==> config.mk <==
export PLATFORM = sky130hd
export DESIGN_NAME = sorted_priority_notification_queue_top_flat
export DESIGN_NICKNAME = d
export VERILOG_FILES = /design/src/sv/spq_pkg.sv /design/src/sv/spq_in_if.sv /design/src/sv/spq_out_if.sv /design/src/sv/spq_ram.sv /design/src/sv/sorted_priority_notification_queue_top.sv /design/src/flat_wrapper.sv
export VERILOG_INCLUDE_DIRS = /design/src /design/src/sv
export SDC_FILE = /design/constraint.sdc
export NUM_CORES = 1
export LEC_CHECK = 0
export BUFFER_PORTS_ARGS = -buffer_cell sky130_fd_sc_hd__buf_2
export CAP_MARGIN = 20
export CORE_AREA = 4 4 258 134
export CTS_CLUSTER_DIAMETER = 50
export DETAILED_ROUTE_END_ITERATION = 12
export DIE_AREA = 0 0 262 138
export GPL_TIMING_DRIVEN = 0
export PLACE_DENSITY = 0.71
export SLEW_MARGIN = 20
export SYNTH_ARGS = -nofsm -noshare
export SYNTH_HDL_FRONTEND = slang
export SYNTH_SLANG_ARGS = --single-unit
==> constraint.sdc <==
create_clock -name clk -period 4.65 [get_ports clk]
set_input_delay 0.2325 -clock clk [delete_from_list [all_inputs] [get_ports clk]]
set_output_delay 0.2325 -clock clk [all_outputs]
set_load 0.03 [all_outputs]
==> src/sv/sorted_priority_notification_queue_top_assert.svh <==
// Assertion macros used by the queue top level.
`ifndef SORTED_PRIORITY_NOTIFICATION_QUEUE_TOP_ASSERT_SVH
`define SORTED_PRIORITY_NOTIFICATION_QUEUE_TOP_ASSERT_SVH
`ifndef SYNTHESIS
`define SPQ_ASSERT_SAME(label, ante, cons, msg) \
  label: assert property (@(posedge clk) disable iff (rst) (ante) |-> (cons)) \
    else $error(msg);
`define SPQ_ASSERT_NEXT(label, ante, cons, msg) \
  label: assert property (@(posedge clk) disable iff (rst) (ante) |=> (cons)) \
    else $error(msg);
`else
`define SPQ_ASSERT_SAME(label, ante, cons, msg)
`define SPQ_ASSERT_NEXT(label, ante, cons, msg)
`endif
`endif

==> src/sv/spq_pkg.sv <==
// Types, constants and helpers of the sorted notification queue.
`timescale 1ns / 1ps
package spq_pkg;
  localparam int QUEUE_DEPTH = 16;
  localparam int MAX_RESULTS = 16;
  localparam int ADDR_W = $clog2(QUEUE_DEPTH);
  localparam int CNT_W = $clog2(QUEUE_DEPTH + 1);
  localparam int RES_W = $clog2(MAX_RESULTS + 1);
  localparam int HANDLE_W = 16;
  localparam int KIND_W = 2;
  localparam int MODE_W = 2;
  localparam int THR_W = 4;
  localparam int STATUS_W = 2;
  localparam int PRIO_W = 4;

  typedef enum logic [MODE_W-1:0] {
    MODE_INSERT = 2'd0,
    MODE_POP    = 2'd1,
    MODE_QUERY  = 2'd2,
    MODE_NOP    = 2'd3
  } mode_t;

  typedef enum logic [STATUS_W-1:0] {
    ST_ACCEPT  = 2'd0,
    ST_DELIVER = 2'd1,
    ST_EMPTY   = 2'd2,
    ST_FULL    = 2'd3
  } status_t;

  localparam logic [KIND_W-1:0] KIND_MAIL  = 2'd0;
  localparam logic [KIND_W-1:0] KIND_SMS   = 2'd1;
  localparam logic [KIND_W-1:0] KIND_ALARM = 2'd2;

  localparam logic [PRIO_W-1:0] PRIO_MAIL  = 4'd1;
  localparam logic [PRIO_W-1:0] PRIO_SMS   = 4'd5;
  localparam logic [PRIO_W-1:0] PRIO_ALARM = 4'd10;
  localparam logic [PRIO_W-1:0] PRIO_OTHER = 4'd15;

  typedef struct packed {
    logic [HANDLE_W-1:0] handle;
    logic [KIND_W-1:0]   kind;
  } entry_t;

  localparam int ENTRY_W = $bits(entry_t);

  function automatic logic [PRIO_W-1:0] prio_of(input logic [KIND_W-1:0] k);
    logic [PRIO_W-1:0] p;
    case (k)
      KIND_MAIL:  p = PRIO_MAIL;
      KIND_SMS:   p = PRIO_SMS;
      KIND_ALARM: p = PRIO_ALARM;
      default:    p = PRIO_OTHER;
    endcase
    return p;
  endfunction
endpackage

==> src/sv/spq_in_if.sv <==
// Request channel: operation word into the queue.
`timescale 1ns / 1ps
interface spq_in_if import spq_pkg::*; ();
  logic                valid;
  logic                ready;
  logic [MODE_W-1:0]   mode;
  logic [HANDLE_W-1:0] handle;
  logic [KIND_W-1:0]   kind;
  logic [THR_W-1:0]    threshold;

  modport source (output valid, mode, handle, kind, threshold, input ready);
  modport sink (input valid, mode, handle, kind, threshold, output ready);
endinterface

==> src/sv/spq_out_if.sv <==
// Response channel: result word out of the queue.
`timescale 1ns / 1ps
interface spq_out_if import spq_pkg::*; ();
  logic                valid;
  logic                ready;
  logic [STATUS_W-1:0] status;
  logic [HANDLE_W-1:0] out_handle;
  logic [KIND_W-1:0]   out_kind;
  logic                last;

  modport source (output valid, status, out_handle, out_kind, last, input ready);
  modport sink (input valid, status, out_handle, out_kind, last, output ready);
endinterface

==> src/sv/spq_ram.sv <==
// Generic single-write, single-read RAM with registered read data.
`timescale 1ns / 1ps
module spq_ram #(
  parameter int WIDTH = 8,
  parameter int DEPTH = 16
) (
  input  logic                     clk,
  input  logic                     we,
  input  logic [$clog2(DEPTH)-1:0] waddr,
  input  logic [WIDTH-1:0]         wdata,
  input  logic [$clog2(DEPTH)-1:0] raddr,
  output logic [WIDTH-1:0]         rdata
);
  logic [WIDTH-1:0] mem [DEPTH];

  always_ff @(posedge clk) begin
    if (we) begin
      mem[waddr] <= wdata;
    end
    rdata <= mem[raddr];
  end
endmodule

==> src/sv/sorted_priority_notification_queue_top.sv <==
// Top level of the sorted notification queue: sequencer, entry RAM, output register.
//
//   channel | dir | word fields
//   req     | in  | mode, handle, kind, threshold
//   rsp     | out | status, out_handle, out_kind, last
//
// One request at a time; req.ready is high only while the sequencer is idle.
// Insert finds its slot and shifts the entries behind it up; pop takes the head and
// shifts the rest down; query scans for priorities below the threshold; full, empty
// or no-op go straight to the response. The entry RAM read is registered.
// A stalled rsp holds the sequencer only where it has a word to hand over.
// Synchronous reset empties the queue; the RAM contents are not cleared.
`timescale 1ns / 1ps
`include "sorted_priority_notification_queue_top_assert.svh"
module sorted_priority_notification_queue_top import spq_pkg::*; (
  input logic     clk,
  input logic     rst,
  spq_in_if.sink  req,
  spq_out_if.source rsp
);
  typedef enum logic [3:0] {
    S_IDLE,
    S_INS_RD,
    S_INS_CK,
    S_SH_RD,
    S_SH_WR,
    S_POP_ST,
    S_POP_FR,
    S_POP_RD,
    S_POP_WR,
    S_Q_RD,
    S_Q_CK,
    S_FIN
  } state_t;

  state_t              state;
  logic [CNT_W-1:0]    occ;
  logic [CNT_W-1:0]    ptr;
  logic [CNT_W-1:0]    pos;
  logic [RES_W-1:0]    nres;
  logic                havep;
  entry_t              pend;
  entry_t              new_entry;
  logic [THR_W-1:0]    thr;
  status_t             res_status;
  entry_t              res;

  logic                o_valid;
  status_t             o_status;
  entry_t              o_word;
  logic                o_last;

  logic                ram_we;
  logic [ADDR_W-1:0]   ram_waddr;
  logic [ENTRY_W-1:0]  ram_wdata;
  logic [ADDR_W-1:0]   ram_raddr;
  logic [ENTRY_W-1:0]  ram_rdata;
  entry_t              rd_entry;
  logic [CNT_W-1:0]    ptr_m1;
  logic                out_free;
  logic                ins_before;
  logic                q_match;
  logic                o_load;

  assign rd_entry   = entry_t'(ram_rdata);
  assign ptr_m1     = ptr - 1'b1;
  assign out_free   = !o_valid || rsp.ready;
  assign ins_before = prio_of(rd_entry.kind) < prio_of(new_entry.kind);
  assign q_match    = prio_of(rd_entry.kind) < thr;
  assign o_load     = ((state == S_Q_CK) && q_match && havep && out_free) ||
                      ((state == S_FIN) && out_free);

  assign req.ready      = (state == S_IDLE);
  assign rsp.valid      = o_valid;
  assign rsp.status     = o_status;
  assign rsp.out_handle = o_word.handle;
  assign rsp.out_kind   = o_word.kind;
  assign rsp.last       = o_last;

  spq_ram #(
    .WIDTH (ENTRY_W),
    .DEPTH (QUEUE_DEPTH)
  ) u_ram (
    .clk   (clk),
    .we    (ram_we),
    .waddr (ram_waddr),
    .wdata (ram_wdata),
    .raddr (ram_raddr),
    .rdata (ram_rdata)
  );

  always_comb begin
    ram_we    = 1'b0;
    ram_waddr = ptr[ADDR_W-1:0];
    ram_wdata = ram_rdata;
    ram_raddr = ptr[ADDR_W-1:0];
    case (state)
      S_SH_RD: begin
        ram_raddr = ptr_m1[ADDR_W-1:0];
        if (ptr == pos) begin
          ram_we    = 1'b1;
          ram_waddr = pos[ADDR_W-1:0];
          ram_wdata = new_entry;
        end
      end
      S_SH_WR: ram_we = 1'b1;
      S_POP_ST: ram_raddr = '0;
      S_POP_WR: begin
        ram_we    = 1'b1;
        ram_waddr = ptr_m1[ADDR_W-1:0];
      end
      default: ;
    endcase
  end

  always_ff @(posedge clk) begin
    if (rst) begin
      state   <= S_IDLE;
      occ     <= '0;
      nres    <= '0;
      havep   <= 1'b0;
      o_valid <= 1'b0;
    end else begin
      if (o_load) begin
        o_valid <= 1'b1;
      end else if (o_valid && rsp.ready) begin
        o_valid <= 1'b0;
      end
      case (state)
        S_IDLE: begin
          if (req.valid) begin
            new_entry.handle <= req.handle;
            new_entry.kind   <= req.kind;
            thr              <= req.threshold;
            res              <= '0;
            ptr              <= '0;
            nres             <= '0;
            havep            <= 1'b0;
            case (req.mode)
              MODE_INSERT: begin
                if (occ == CNT_W'(QUEUE_DEPTH)) begin
                  res_status <= ST_FULL;
                  state      <= S_FIN;
                end else begin
                  state <= S_INS_RD;
                end
              end
              MODE_POP: begin
                if (occ == '0) begin
                  res_status <= ST_EMPTY;
                  state      <= S_FIN;
                end else begin
                  state <= S_POP_ST;
                end
              end
              MODE_QUERY: state <= S_Q_RD;
              default: begin
                res_status <= ST_EMPTY;
                state      <= S_FIN;
              end
            endcase
          end
        end
        S_INS_RD: begin
          if (ptr == occ) begin
            pos   <= ptr;
            ptr   <= occ;
            state <= S_SH_RD;
          end else begin
            state <= S_INS_CK;
          end
        end
        S_INS_CK: begin
          if (ins_before) begin
            ptr   <= ptr + 1'b1;
            state <= S_INS_RD;
          end else begin
            pos   <= ptr;
            ptr   <= occ;
            state <= S_SH_RD;
          end
        end
        S_SH_RD: begin
          if (ptr == pos) begin
            occ        <= occ + 1'b1;
            res_status <= ST_ACCEPT;
            state      <= S_FIN;
          end else begin
            state <= S_SH_WR;
          end
        end
        S_SH_WR: begin
          ptr   <= ptr_m1;
          state <= S_SH_RD;
        end
        S_POP_ST: state <= S_POP_FR;
        S_POP_FR: begin
          res   <= rd_entry;
          ptr   <= CNT_W'(1);
          state <= S_POP_RD;
        end
        S_POP_RD: begin
          if (ptr == occ) begin
            occ        <= occ - 1'b1;
            res_status <= ST_DELIVER;
            state      <= S_FIN;
          end else begin
            state <= S_POP_WR;
          end
        end
        S_POP_WR: begin
          ptr   <= ptr + 1'b1;
          state <= S_POP_RD;
        end
        S_Q_RD: begin
          if (ptr == occ || nres == RES_W'(MAX_RESULTS)) begin
            if (havep) begin
              res_status <= ST_DELIVER;
              res        <= pend;
            end else begin
              res_status <= ST_EMPTY;
            end
            state <= S_FIN;
          end else begin
            state <= S_Q_CK;
          end
        end
        S_Q_CK: begin
          if (!(q_match && havep && !out_free)) begin
            if (q_match) begin
              if (havep) begin
                o_status <= ST_DELIVER;
                o_word   <= pend;
                o_last   <= 1'b0;
              end
              pend  <= rd_entry;
              havep <= 1'b1;
              nres  <= nres + 1'b1;
            end
            ptr   <= ptr + 1'b1;
            state <= S_Q_RD;
          end
        end
        S_FIN: begin
          if (out_free) begin
            o_status <= res_status;
            o_word   <= res;
            o_last   <= 1'b1;
            state    <= S_IDLE;
          end
        end
        default: state <= S_IDLE;
      endcase
    end
  end

  `SPQ_ASSERT_SAME(a_occ_max, 1'b1, occ <= CNT_W'(QUEUE_DEPTH), "occupancy beyond depth")
  `SPQ_ASSERT_NEXT(a_occ_step, 1'b1, (occ == $past(occ)) || (occ == $past(occ) + 1'b1) || (occ + 1'b1 == $past(occ)), "occupancy jumped")
  `SPQ_ASSERT_NEXT(a_query_keeps, (state == S_Q_CK) || (state == S_Q_RD), occ == $past(occ), "query changed occupancy")
  `SPQ_ASSERT_SAME(a_res_cap, 1'b1, nres <= RES_W'(MAX_RESULTS), "match count beyond cap")
endmodule
==> src/flat_wrapper.sv <==
// flat-port wrapper written by rule: the top's interface ports become plain ports
module sorted_priority_notification_queue_top_flat import spq_pkg::*;
  (clk, rst, req_valid, req_mode, req_handle, req_kind, req_threshold, req_ready, rsp_valid, rsp_status, rsp_out_handle, rsp_out_kind, rsp_last, rsp_ready);
  spq_in_if req_i ();
  spq_out_if rsp_i ();
  input logic clk;
  input logic rst;
  input wire logic [$bits(req_i.valid)-1:0] req_valid;
  input wire logic [$bits(req_i.mode)-1:0] req_mode;
  input wire logic [$bits(req_i.handle)-1:0] req_handle;
  input wire logic [$bits(req_i.kind)-1:0] req_kind;
  input wire logic [$bits(req_i.threshold)-1:0] req_threshold;
  output wire logic [$bits(req_i.ready)-1:0] req_ready;
  output wire logic [$bits(rsp_i.valid)-1:0] rsp_valid;
  output wire logic [$bits(rsp_i.status)-1:0] rsp_status;
  output wire logic [$bits(rsp_i.out_handle)-1:0] rsp_out_handle;
  output wire logic [$bits(rsp_i.out_kind)-1:0] rsp_out_kind;
  output wire logic [$bits(rsp_i.last)-1:0] rsp_last;
  input wire logic [$bits(rsp_i.ready)-1:0] rsp_ready;
  assign req_i.valid = req_valid;
  assign req_i.mode = req_mode;
  assign req_i.handle = req_handle;
  assign req_i.kind = req_kind;
  assign req_i.threshold = req_threshold;
  assign req_ready = req_i.ready;
  assign rsp_valid = rsp_i.valid;
  assign rsp_status = rsp_i.status;
  assign rsp_out_handle = rsp_i.out_handle;
  assign rsp_out_kind = rsp_i.out_kind;
  assign rsp_last = rsp_i.last;
  assign rsp_i.ready = rsp_ready;
  sorted_priority_notification_queue_top u_core (.clk(clk), .rst(rst), .req(req_i), .rsp(rsp_i));
endmodule
==> out/summary.txt <==
Placed Area - 18700 um^2
Final worst slack - 0.333 ns
Clock latency on the worst-skew pair - 0.54 ns
GRT met1 Usage - 47.2%
Post-DP HPWL - 36.5 mm
Post-CTS setup repair buffer count - 0
Die Height - 138 um
Register area share after synthesis - 68.7%
Syn Area/Cell - 13.4 um^2
Final critical-path share of the clock period - 92.8%
Global Route Usage Sum - 28.4%
Total internal power - 8.19 mW
Row count - 47
RSZ-0062 raised after global routing - no
Fillers - 2425
Starting Density - 54.1%
Psw - 5.28 mW
Critical path's most frequent cell - buf_2
Overall Power - 13.5 mW
TritonCTS clock tree - yes
Net Count, Synth - 1346
Cell Chain, Critical Path - buf_2 > buf_2 > inv_1 > ha_1 > nor4b_1 > o21ai_1 > and2_1 > buf_2 > buf_2 > a32oi_1 > a22oi_1 > o311ai_1
Type of the worst min-delay path - in2reg
Ys flop type - edfxtp_1
Wire length per cell - 27.0 um
Synth unique cells - 71
DR vias/cell - 6.58
Asr flop ratio synth - 0%
Slowest stage delay, CP - 0.89 ns
Final min period - 4.32 ns
Area of the core - 32400 um^2
Relative slew slack - 22.0%
Yosys warns - 0
Final Hold Fails - 0
Max-cap violations - 0
GR Util met3 - 12.1%
Grt total ovfl - 0
Vias in the first global route - 12000
Crit path max fanout - 10
Switching part of the total - 39.2%
Placed Cells - 1821
Dpl ws - 0.557 ns
Fin util - 62.3%
Drt total wl - 51.5 mm
DR vias - 12600
Dominant delay contributor by cell family on the critical path - compound AO/OA/AOI/OAI gates
DRC Markers - 0
Die width - 262 um
Critical Path Sink Type - register
Worst Hold Margin - 0.0983 ns
Clock-pin slew on the worst setup and hold paths - 0.07 ns
Antenna violations before repair - 0
Status - finished clean
Slowest cell on the critical path - o21ai_1
Port Buf Inserts - 49
WP buf/inv - 5
Mapped Area - 17500 um^2
Critical path arrival - 4.70 ns
Layout cell share with drive strength beyond 1 - 16.2%
Sequential share of power - 38.0%
Power per cell area - 667 nW/um^2
Layout Nets - 1482
Clock Power Share - 24.3%
Worst slew pin tran - 1.16 ns
Layout area overhead - 15.1%
Most common cell after layout, fill and taps aside - edfxtp_1
IO Count - 51
Post-Synthesis Cells - 1306
First-pass GRT wire length - 77.0 mm
Fin cells - 1911
Die Area - 36200 um^2
Comb power frac - 37.8%
Fin. max-slew vios - 0
Setup CP Type - reg2reg
CTS Buf Count - 38
Maximum clock insertion buffer count - 3
Type of origin of the critical path - register
Root Driver - clkbuf_16
Most frequent cells in the layout - edfxtp_1, nand2_1, o21ai_0
DRT iter0 DRCs - 2059
GRT busiest layer - met1
Count of final setup violators - 0
Req. time, crit path - 5.03 ns
Largest net degree at the start of global routing - 23
Fin area - 20200 um^2
P_leak - 6.78 nW
Number of synthesized flops with an enable pin - 379
GR Util met2 - 34.7%
Routability congestion estimate - 0.985
Setup Skew - 0.0161 ns
# diodes - 0
Worst VDD drop - 342 uV
H-tree levels - 2
Sink Count - 413
Synthesis-stage register bit count - 413
Max frequency - 232 MHz
Final setup TNS - 0 ns
Post-DRT Antenna Nets - 0
Drt pass-1 iters - 6
[path summary, 6_finish.rpt]
check | startpoint | endpoint | slack, ns | cells past startpoint
setup / recovery | u_core.ptr[0] | u_core.u_ram.rdata[8] | 0.33 | 12
hold reg to reg | u_core.ptr[2] | u_core.pos[2] | 0.47 | 0
setup reg to reg | u_core.ptr[0] | u_core.u_ram.rdata[8] | 0.33 | 12
hold / removal | rsp_ready | u_core.rsp.valid | 0.1 | 4
[power by group through the flow]
| stage | logic, mW | registers, mW | clock network, mW |
|---|---|---|---|
| after global placement | 4.59 | 5.18 | 0 |
| after global routing | 5.37 | 5.14 | 3.45 |
| after floorplan | 2.93 | 5.09 | 0 |
| after detailed placement | 4.81 | 5.18 | 0 |
| final | 5.08 | 5.11 | 3.27 |
| after CTS | 4.85 | 5.10 | 3.28 |
[worst reg2reg max path, stage by stage, from the launching register on]
cell	delay (ns)
edfxtp_1	0.39
buf_2	0.25
buf_2	0.27
inv_1	0.15
ha_1	0.43
nor4b_1	0.08
o21ai_1	0.89
and2_1	0.24
buf_2	0.19
buf_2	0.37
a32oi_1	0.29
a22oi_1	0.44
o311ai_1	0.19
[registers in the layout, indices dropped and copies added, names as in the netlist, 4 cells and up]
| signal | cells |
|---|---|
| u_core.u_ram.rdata | 18 |
| u_core.res | 18 |
| u_core.occ | 5 |
| u_core.u_ram.mem | 288 |
| u_core.thr | 4 |
| u_core.rsp.out_handle | 16 |
| u_core.new_entry | 18 |
| u_core.state | 4 |
| u_core.pos | 5 |
| u_core.pend | 18 |
| u_core.ptr | 5 |
| u_core.nres | 5 |
[logic make-up (layout without fill, tap and decap cells)]
group,count (synthesis),after routing,share of synthesized area [%]
adders and majority gates,12,12,0.899
buffers and inverters,135,299,3.28
muxes,41,41,2.61
AOI/OAI and AO/OA,377,377,15.0
and+or+nand+nor,310,310,8.59
DFF,413,413,68.7
xor gates and xnor gates,18,18,0.899
[area by class of cell]
type | count | area, um^2 | area share (%)
multi-input cells | 758 | 5010 | 24.8
clock inverters | 19 | 205 | 1.02
flip-flops and latches | 413 | 12100 | 59.7
inverters | 27 | 101 | 0.502
plain buffers | 108 | 474 | 2.35
repair buffers | 96 | 714 | 3.54
clock buffers | 49 | 1080 | 5.33
well taps | 441 | 552 | 2.73
[timing repair]
item | CTS | global route
hold buffers | 22 | 0
setup endpoints to repair | 0 | 0
hold endpoints to repair | 22 | 0
resized for setup | 0 | 0
[Yosys cell counts, types with 11 or more instances]
| library cell | n | area, um^2 |
|---|---|---|
| edfxtp_1 | 379 | 11400 |
| o21ai_0 | 110 | 551 |
| nand2_1 | 108 | 405 |
| nand3_1 | 84 | 420 |
| a32oi_1 | 74 | 648 |
| clkbuf_1 | 73 | 274 |
| a21oi_1 | 46 | 230 |
| nor2_1 | 41 | 154 |
| mux2_2 | 38 | 428 |
| dfxtp_1 | 34 | 681 |
| buf_2 | 28 | 140 |
| inv_1 | 26 | 97.6 |
| o211ai_1 | 25 | 188 |
| a22oi_1 | 21 | 158 |
| and3_1 | 20 | 125 |
| a21boi_0 | 19 | 143 |
| a22o_1 | 19 | 166 |
| o311ai_1 | 18 | 158 |
| nor3_1 | 13 | 65.1 |
| ha_1 | 11 | 138 |
[routing by layer]
| metal | share of wire (%) | routed length (um) |
|---|---|---|
| met5 | 0 | 0 |
| met4 | 1.1 | 588 |
| met3 | 17 | 8830 |
| met2 | 37 | 19100 |
| met1 | 45 | 23000 |
No activity file was read; power rests on OpenSTA's default activity.
